`src/sv/sdtx_pkg.sv`:
```
// ----------------------------------------------------------------------------
// sdtx_pkg
// Shared types, constants and the CRC16 step for the 4-line SD data transmitter.
// ----------------------------------------------------------------------------
`default_nettype none

package sdtx_pkg;

  // Queue between the front and the back
  localparam int unsigned QUEUE_DEPTH = 4;

  // Bus and CRC geometry
  localparam int unsigned NUM_LINES = 4;
  localparam int unsigned CRC_W     = 16;
  localparam int unsigned BIT_CNT_W = 4;

  localparam logic [CRC_W-1:0] CRC_POLY  = 16'h1021;
  localparam logic [3:0]       NIB_START = 4'h0;
  localparam logic [3:0]       NIB_STOP  = 4'hF;
  localparam logic [BIT_CNT_W-1:0] CRC_MSB = 4'd15;

  typedef enum logic [1:0] {
    KIND_START = 2'd0,
    KIND_DATA  = 2'd1,
    KIND_CRC   = 2'd2,
    KIND_STOP  = 2'd3
  } nibble_kind_e;

  // Input word
  typedef struct packed {
    logic [7:0] data_byte;
    logic       last_byte;
  } in_word_t;

  // Output word
  typedef struct packed {
    logic [3:0]   bus_nibble;
    nibble_kind_e nibble_kind;
    logic         run_end;
  } out_word_t;

  // Classified byte, as queued from front to back
  typedef struct packed {
    logic [7:0] data_byte;
    logic       last_byte;
    logic       first_byte;
  } cmd_t;

  // Back-end nibble sequencer
  typedef enum logic [2:0] {
    SEQ_ITEM,
    SEQ_HI,
    SEQ_LO,
    SEQ_CRC,
    SEQ_STOP
  } seq_state_e;

  // One bit of CRC16-CCITT, MSB-first shift
  function automatic logic [CRC_W-1:0] crc_step(input logic [CRC_W-1:0] crc,
                                                input logic             din);
    logic fb;
    fb = crc[CRC_W-1] ^ din;
    crc_step = {crc[CRC_W-2:0], 1'b0} ^ (fb ? CRC_POLY : '0);
  endfunction

endpackage

`default_nettype wire

```
`src/sv/sdtx_front.sv`:
```
// ----------------------------------------------------------------------------
// sdtx_front
// Accepts input words, tags the first byte of each frame and pushes them
// into the queue.
// ----------------------------------------------------------------------------
`default_nettype none

module sdtx_front (
  input  wire logic             clk_i,
  input  wire logic             rst_ni,
  input  wire logic             in_valid_i,
  input  sdtx_pkg::in_word_t    in_word_i,
  output logic                  in_stall_o,
  input  wire logic             q_full_i,
  output logic                  push_o,
  output sdtx_pkg::cmd_t        push_cmd_o
);
  import sdtx_pkg::*;

  logic in_frame_q, in_frame_d;

  // Stall only on a full queue
  assign in_stall_o = q_full_i;
  assign push_o     = in_valid_i && !q_full_i;

  // Classify: a byte seen outside a frame opens one
  assign push_cmd_o = '{data_byte:  in_word_i.data_byte,
                        last_byte:  in_word_i.last_byte,
                        first_byte: !in_frame_q};

  // Frame tracking: a last byte closes the frame
  always_comb begin
    in_frame_d = in_frame_q;
    if (push_o) begin
      in_frame_d = !in_word_i.last_byte;
    end
  end

  always_ff @(posedge clk_i or negedge rst_ni) begin
    if (!rst_ni) begin
      in_frame_q <= 1'b0;
    end else begin
      in_frame_q <= in_frame_d;
    end
  end

endmodule

`default_nettype wire

```
`src/sv/sdtx_queue.sv`:
```
// ----------------------------------------------------------------------------
// sdtx_queue
// Small register FIFO of classified bytes between front and back.
// ----------------------------------------------------------------------------
`default_nettype none

module sdtx_queue #(
  parameter int unsigned Depth = sdtx_pkg::QUEUE_DEPTH
) (
  input  wire logic       clk_i,
  input  wire logic       rst_ni,
  input  wire logic       push_i,
  input  sdtx_pkg::cmd_t  push_cmd_i,
  output logic            full_o,
  input  wire logic       pop_i,
  output logic            head_valid_o,
  output sdtx_pkg::cmd_t  head_cmd_o
);
  import sdtx_pkg::*;

  localparam int unsigned PtrW = (Depth > 1) ? $clog2(Depth) : 1;
  localparam int unsigned CntW = $clog2(Depth + 1);
  localparam logic [PtrW-1:0] LastPtr = PtrW'(Depth - 1);
  localparam logic [CntW-1:0] FullCnt = CntW'(Depth);

  cmd_t            slot_q [Depth];
  logic [PtrW-1:0] wr_ptr_q, wr_ptr_d;
  logic [PtrW-1:0] rd_ptr_q, rd_ptr_d;
  logic [CntW-1:0] count_q, count_d;
  logic            do_push, do_pop;

  assign full_o       = (count_q == FullCnt);
  assign head_valid_o = (count_q != '0);
  assign head_cmd_o   = slot_q[rd_ptr_q];

  assign do_push = push_i && !full_o;
  assign do_pop  = pop_i && head_valid_o;

  // Pointer and fill count update
  always_comb begin
    wr_ptr_d = wr_ptr_q;
    rd_ptr_d = rd_ptr_q;
    count_d  = count_q;
    if (do_push) begin
      wr_ptr_d = (wr_ptr_q == LastPtr) ? '0 : wr_ptr_q + 1'b1;
    end
    if (do_pop) begin
      rd_ptr_d = (rd_ptr_q == LastPtr) ? '0 : rd_ptr_q + 1'b1;
    end
    case ({do_push, do_pop})
      2'b10:   count_d = count_q + 1'b1;
      2'b01:   count_d = count_q - 1'b1;
      default: count_d = count_q;
    endcase
  end

  always_ff @(posedge clk_i or negedge rst_ni) begin
    if (!rst_ni) begin
      wr_ptr_q <= '0;
      rd_ptr_q <= '0;
      count_q  <= '0;
    end else begin
      wr_ptr_q <= wr_ptr_d;
      rd_ptr_q <= rd_ptr_d;
      count_q  <= count_d;
    end
  end

  // Storage, no reset
  always_ff @(posedge clk_i) begin
    if (do_push) begin
      slot_q[wr_ptr_q] <= push_cmd_i;
    end
  end

endmodule

`default_nettype wire

```
`src/sv/sdtx_back.sv`:
```
// ----------------------------------------------------------------------------
// sdtx_back
// Nibble sequencer: start, data, per-line CRC16 and stop nibbles, one per
// cycle into the output register unless it stalls or no byte is queued.
// ----------------------------------------------------------------------------
`default_nettype none

module sdtx_back (
  input  wire logic            clk_i,
  input  wire logic            rst_ni,
  input  wire logic            head_valid_i,
  input  sdtx_pkg::cmd_t       head_cmd_i,
  output logic                 pop_o,
  output logic                 out_valid_o,
  input  wire logic            out_stall_i,
  output sdtx_pkg::out_word_t  out_word_o
);
  import sdtx_pkg::*;

  seq_state_e state_q, state_d;
  logic [NUM_LINES-1:0][CRC_W-1:0] crc_q, crc_d;
  logic [BIT_CNT_W-1:0] bit_q, bit_d;
  logic      out_valid_q, out_valid_d;
  out_word_t out_word_q, out_word_d;

  logic      advance, emit;
  logic [3:0] hi_nib, lo_nib, crc_nib;
  logic [NUM_LINES-1:0][CRC_W-1:0] crc_hi, crc_lo;

  assign hi_nib = head_cmd_i.data_byte[7:4];
  assign lo_nib = head_cmd_i.data_byte[3:0];

  // Output register moves when empty or taken
  assign advance = !out_valid_q || !out_stall_i;
  assign emit    = advance && head_valid_i;

  // Per-line CRC after one data nibble, and the current CRC column
  always_comb begin
    for (int k = 0; k < NUM_LINES; k++) begin
      crc_hi[k]  = crc_step(crc_q[k], hi_nib[k]);
      crc_lo[k]  = crc_step(crc_q[k], lo_nib[k]);
      crc_nib[k] = crc_q[k][bit_q];
    end
  end

  // Sequencer next state and output word
  always_comb begin
    state_d    = state_q;
    crc_d      = crc_q;
    bit_d      = bit_q;
    pop_o      = 1'b0;
    out_word_d = out_word_q;
    case (state_q)
      SEQ_ITEM: begin
        if (head_cmd_i.first_byte) begin
          out_word_d = '{bus_nibble: NIB_START, nibble_kind: KIND_START, run_end: 1'b0};
          state_d    = SEQ_HI;
        end else begin
          out_word_d = '{bus_nibble: hi_nib, nibble_kind: KIND_DATA, run_end: 1'b0};
          crc_d      = crc_hi;
          state_d    = SEQ_LO;
        end
      end
      SEQ_HI: begin
        out_word_d = '{bus_nibble: hi_nib, nibble_kind: KIND_DATA, run_end: 1'b0};
        crc_d      = crc_hi;
        state_d    = SEQ_LO;
      end
      SEQ_LO: begin
        out_word_d = '{bus_nibble: lo_nib, nibble_kind: KIND_DATA,
                       run_end: !head_cmd_i.last_byte};
        crc_d      = crc_lo;
        if (head_cmd_i.last_byte) begin
          bit_d   = CRC_MSB;
          state_d = SEQ_CRC;
        end else begin
          pop_o   = emit;
          state_d = SEQ_ITEM;
        end
      end
      SEQ_CRC: begin
        out_word_d = '{bus_nibble: crc_nib, nibble_kind: KIND_CRC, run_end: 1'b0};
        bit_d      = bit_q - 1'b1;
        if (bit_q == '0) begin
          state_d = SEQ_STOP;
        end
      end
      SEQ_STOP: begin
        out_word_d = '{bus_nibble: NIB_STOP, nibble_kind: KIND_STOP, run_end: 1'b1};
        crc_d      = '0;
        pop_o      = emit;
        state_d    = SEQ_ITEM;
      end
      default: begin
        state_d = SEQ_ITEM;
      end
    endcase

    // Hold everything unless a nibble goes out this cycle
    if (!emit) begin
      state_d    = state_q;
      crc_d      = crc_q;
      bit_d      = bit_q;
      out_word_d = out_word_q;
    end

    if (emit) begin
      out_valid_d = 1'b1;
    end else if (advance) begin
      out_valid_d = 1'b0;
    end else begin
      out_valid_d = out_valid_q;
    end
  end

  always_ff @(posedge clk_i or negedge rst_ni) begin
    if (!rst_ni) begin
      state_q     <= SEQ_ITEM;
      crc_q       <= '0;
      bit_q       <= '0;
      out_valid_q <= 1'b0;
    end else begin
      state_q     <= state_d;
      crc_q       <= crc_d;
      bit_q       <= bit_d;
      out_valid_q <= out_valid_d;
    end
  end

  // Output payload, no reset
  always_ff @(posedge clk_i) begin
    out_word_q <= out_word_d;
  end

  assign out_valid_o = out_valid_q;
  assign out_word_o  = out_word_q;

endmodule

`default_nettype wire

```
`src/sv/sd_four_line_data_tx_crc16.sv`:
```
// ----------------------------------------------------------------------------
// sd_four_line_data_tx_crc16
// Frames a byte stream onto a 4-line SD data bus with a CRC16 per line.
//
//   channel | direction | handshake              | word
//   --------+-----------+------------------------+-------------------------
//   input   | in        | in_valid_i / in_stall_o   | data_byte, last_byte
//   output  | out       | out_valid_o / out_stall_i | bus_nibble, nibble_kind,
//           |           |                        | run_end
//
// One nibble leaves per cycle unless the output stalls or no byte is queued:
// a byte's data nibbles, a start nibble before a frame's first byte, the
// per-line CRC nibbles and a stop nibble after its last. A queue of QueueDepth
// bytes sits between the input classifier and the nibble sequencer. Reset
// clears the CRCs and the frame state at once; no sweep is needed. An output
// stall holds the output word and, once the queue fills, stalls the input.
// ----------------------------------------------------------------------------
`default_nettype none

module sd_four_line_data_tx_crc16 #(
  parameter int unsigned QueueDepth = sdtx_pkg::QUEUE_DEPTH
) (
  input  wire logic            clk_i,
  input  wire logic            rst_ni,
  input  wire logic            in_valid_i,
  input  sdtx_pkg::in_word_t   in_word_i,
  output logic                 in_stall_o,
  output logic                 out_valid_o,
  input  wire logic            out_stall_i,
  output sdtx_pkg::out_word_t  out_word_o
);
  import sdtx_pkg::*;

  logic q_full, push, pop, head_valid;
  cmd_t push_cmd, head_cmd;

  // Input classifier
  sdtx_front u_front (
    .clk_i      (clk_i),
    .rst_ni     (rst_ni),
    .in_valid_i (in_valid_i),
    .in_word_i  (in_word_i),
    .in_stall_o (in_stall_o),
    .q_full_i   (q_full),
    .push_o     (push),
    .push_cmd_o (push_cmd)
  );

  // Byte queue
  sdtx_queue #(
    .Depth (QueueDepth)
  ) u_queue (
    .clk_i        (clk_i),
    .rst_ni       (rst_ni),
    .push_i       (push),
    .push_cmd_i   (push_cmd),
    .full_o       (q_full),
    .pop_i        (pop),
    .head_valid_o (head_valid),
    .head_cmd_o   (head_cmd)
  );

  // Nibble sequencer and CRC
  sdtx_back u_back (
    .clk_i        (clk_i),
    .rst_ni       (rst_ni),
    .head_valid_i (head_valid),
    .head_cmd_i   (head_cmd),
    .pop_o        (pop),
    .out_valid_o  (out_valid_o),
    .out_stall_i  (out_stall_i),
    .out_word_o   (out_word_o)
  );

endmodule

`default_nettype wire
```
`config.mk`:
```
export PLATFORM = sky130hd
export DESIGN_NAME = sd_four_line_data_tx_crc16
export DESIGN_NICKNAME = d
export VERILOG_FILES = /design/src/sv/sdtx_pkg.sv /design/src/sv/sdtx_front.sv /design/src/sv/sdtx_queue.sv /design/src/sv/sdtx_back.sv /design/src/sv/sd_four_line_data_tx_crc16.sv
export SDC_FILE = /design/constraint.sdc
export NUM_CORES = 1
export LEC_CHECK = 0
export ABC_AREA = 1
export BUFFER_PORTS_ARGS = -buffer_cell sky130_fd_sc_hd__buf_2
export CAP_MARGIN = 25
export CORE_MARGIN = 4
export CORE_UTILIZATION = 56
export DETAILED_ROUTE_END_ITERATION = 16
export PLACE_DENSITY = 0.72
export SETUP_SLACK_MARGIN = 0.2
export SLEW_MARGIN = 10
export SYNTH_ARGS = -nofsm -noshare
export SYNTH_HDL_FRONTEND = slang
export SYNTH_SLANG_ARGS = --single-unit
```
`constraint.sdc`:
```
create_clock -name clk_i -period 2.2 [get_ports clk_i]
set_input_delay 0.33 -clock clk_i [delete_from_list [all_inputs] [get_ports clk_i]]
set_output_delay 0.33 -clock clk_i [all_outputs]
set_load 0.05 [all_outputs]
```
==> qor.csv <==
stage;metric;value;unit
finish;fin_util;0.701;
yosys;yosys_register_bits;127;
pwr;p_int;7.16;mW
hold_path;hp-start;in_word_i[7];
outcome;outcome;finished, final reports clean;
floorplanning;die_area;12700;µm²
sta;max_freq;507;MHz
pwr;clock_power_share;0.216;
setup_path;arrival;2.40;ns
finish;area.growth.synth_to_final;19.8;%
pwr;p_sw;5.37;mW
place;place.port_buffers;21;
routing;drt_iter0_drc;539;
pwr;vdd_ir_drop_max;0.00101;V
global_route;track_usage;0.241;
sta;finalHoldViolCount;0;
hold_path;holdCritPathClass;primary input to flop;
setup_path;crit_path_frequent_cell;inv_2;
finish;num-fill-cells;787;
clock_tree;numCtsBuffers;17;
yosys;synthesis.nets;738;
yosys;postSynthAreaPerCell;8.57;µm²
clock_tree;clockBufferDepth;2;
routing;drt-total-wl;15.0;mm
global_route;grt_max_degree;35;
clock_tree;cts.clk_slew.worst_paths;0.06;ns
setup_path;path_cells;inv_2 -> nand2_2 -> nor2_4 -> inv_1 -> a21oi_4 -> ha_4 -> inv_2 -> fa_2 -> a21oi_2 -> o21ai_1 -> xor2_1;
sta;fin_tns_setup;0;ns
floorplanning;start_util;0.585;
setup_path;critPathLaunch;u_back.state_q[1];
clock_tree;cts_tree;yes;
finish;insertedDiodeCount;0;
place;dp_cells;872;
pwr;seq_power_share;0.311;
clock_tree;clkSinkCount;127;
setup_path;end_kind;flop;
sta;slew-limit-headroom;0.576;
finish;multiInputGateArea;2370;µm²
setup_path;rrSetupSlack;0.23;ns
hold_path;holdPathStages;1;
routing;postRouteAntennaNets;0;
floorplanning;die_y;113;µm
sta;grt_setup_unrepaired;yes;
yosys;netlist_area;6140;µm²
place;pre_cts_ws;0.0668;ns
sta;fin_skew;0.00853;ns
sta;finalCriticalPeriod;1.97;ns
pwr;p_per_area;1700;nW/µm²
finish;layout_commonest_cell;nand2_1;
finish;finalNonFillerCells;926;
yosys;ys_warn_count;0;
setup_path;reg2reg_depth;11;
sta;worstMarginPinSlew;0.635;ns
place;dp_hpwl;9.74;mm
sta;whs;0.0117;ns
floorplanning;num_io_pins;22;
setup_path;cp_max_fo;3;
floorplanning;core-area;10500;µm²
clock_tree;h-tree-depth;4;
routing;vias;5257;
pwr;p_leak;3.40;nW
pwr;switching_share;0.429;
setup_path;worst_ep_required_time;2.63;ns
finish;final_cell_mix;232 x nand2_1, 91 x nand3_1, 76 x dfrtp_1, 68 x o21ai_0, 58 x inv_1;
place;gp_congestion;0.852;
finish;nNetsFinal;798;
global_route;grt_pass1_vias;5047;
routing;dr.pass1.iters;7;
global_route;grt_first_pass_wirelength;24.0;mm
routing;wl_per_cell;16.2;µm
global_route;antenna_found_initial;0;
setup_path;start_kind;flop;
clock_tree;clockRootBuffer;clkbuf_8;
sta;slew_viol_final;0;
sta;setup_viol;0;
setup_path;criticalPathCategory;flop to flop;
routing;vias_per_cell;5.68;
sta;setup_ws;0.227;ns
pwr;pwr-share-comb;0.474;
finish;seqCellArea;3420;µm²
global_route;grt_overflow;0;
setup_path;r2r-start;u_back.state_q[1];
floorplanning;die_x;113;µm
job;max_cap_viol_count;0;
finish;drive_above_1_share;0.162;
yosys;syn_inst;717;
setup_path;max_stage_delay;0.41;ns
setup_path;cp_slowest_cell;dfrtp_1;
sta;finalCritPeriodShare;0.897;
clock_tree;worstSkewPairLatency;0.55;ns
yosys;yosysSeqAreaShare;0.555;
routing;post-route-drc-count;0;
yosys;yosys.cell_types.count;31;
floorplanning;row_count;37;
## cells in the mapped netlist
cell | instances | area share
nor3_1 | 2 | 0.0016
buf_4 | 7 | 0.0086
nand2_2 | 2 | 0.0020
a21o_1 | 1 | 0.0012
dfrtp_1 | 80 | 0.33
a22oi_1 | 1 | 0.0012
clkbuf_1 | 10 | 0.0061
fa_1 | 1 | 0.0033
clkinv_1 | 1 | 0.00061
nor2_2 | 1 | 0.0010
edfxtp_1 | 47 | 0.23
nand2_1 | 236 | 0.14
nor2_1 | 17 | 0.010
inv_1 | 63 | 0.038
clkbuf_2 | 1 | 0.00081
o21ai_0 | 70 | 0.057
a21oi_1 | 34 | 0.028
o21ai_1 | 11 | 0.0090
xor2_1 | 2 | 0.0029
buf_2 | 8 | 0.0065
nand3_2 | 3 | 0.0049
inv_2 | 1 | 0.00061
nand3_1 | 94 | 0.077
buf_1 | 1 | 0.00061
o21bai_1 | 1 | 0.0012
o211ai_1 | 4 | 0.0049
xnor2_1 | 2 | 0.0029
nor2_4 | 3 | 0.0055
ha_1 | 7 | 0.014
buf_6 | 5 | 0.0092
a21oi_2 | 1 | 0.0014
## critical path, delay by kind of cell, from the launching register on
| family | cells | cell delay (ns) |
|---|---|---|
| buffers and inverters | 3 | 0.22 |
| adder cells (fa/ha/maj) | 2 | 0.49 |
| AND/OR/NAND/NOR | 2 | 0.18 |
| flip-flops | 1 | 0.41 |
| AO/OA/AOI/OAI | 3 | 0.40 |
| XOR/XNOR | 1 | 0.14 |
## state kept, by name, indices dropped and copies added, names as in the netlist
signal,cells
u_front.in_frame_q,1
u_queue.slot_q,40
u_back.bit_q,4
u_back.out_word_o,7
u_back.state_q,3
u_back.out_valid_o,1
u_queue.rd_ptr_q,2
u_queue.count_q,3
u_queue.wr_ptr_q,2
u_back.crc_q,64
## what timing repair did
action,4_1_cts,5_1_grt
endpoints found under the hold margin,51,0
pin swaps,4,3
setup buffers,4,10
gates resized for setup,6,13
setup endpoints to repair,2,52
cloned,0,1
hold buffers,7,0
## routing by layer
| metal | share of wire | track usage | vias to the layer above |
|---|---|---|---|
| met2 | 0.49 | 0.397 | 193 |
| met4 | 0.016 | 0.0881 | 0 |
| met3 | 0.066 | 0.0594 | 23 |
| li1 | - | - | 2477 |
| met1 | 0.43 | 0.311 | 2564 |
| met5 | 0 | 0 | - |
## through the flow
stage | cell area (µm²) | power [mW]
after detailed placement | 6530 | 9.26
after global routing | 7360 | 13.4
final | 7360 | 12.5
after global placement | 6530 | 9.09
after floorplan | 6190 | 7.82
after CTS | 7220 | 12.1
## final cells by class
type                       instances  share of cell area
sequential                       127               0.464
multi-input combinational        493               0.323
timing repair buffer              73              0.0790
clock buffer                      28              0.0715
inverter                          65              0.0331
tap                              136              0.0231
clock inverter                     4             0.00646
## power by group through the flow
stage / sequential (mW) / clock [mW] / combinational [mW]
detailed placement: 3.89 / 0 / 5.37
CTS: 3.87 / 2.71 / 5.50
floorplan: 4.01 / 0 / 3.81
global route: 3.97 / 2.83 / 6.56
global placement: 3.86 / 0 / 5.22
finish: 3.89 / 2.70 / 5.93
## final timing paths
check	to
worst max-delay path	u_queue.count_q[2]
worst min-delay path	u_queue.slot_q[2][8]
worst max register to register	u_queue.count_q[2]
worst min register to register	u_back.crc_q[39]
max in group asynchronous	u_back.crc_q[39]
min in group asynchronous	u_back.crc_q[46]
## kinds of logic after synthesis
kind of cell / after synthesis / share of synthesized area
DFF: 127 / 0.555
AOI/OAI and AO/OA: 123 / 0.104
adders and majority gates: 8 / 0.0175
buffers and inverters: 97 / 0.0715
xor gates and xnor gates: 4 / 0.00570
and+or+nand+nor: 358 / 0.246
Note: power is estimated with default switching activity, not from simulation.
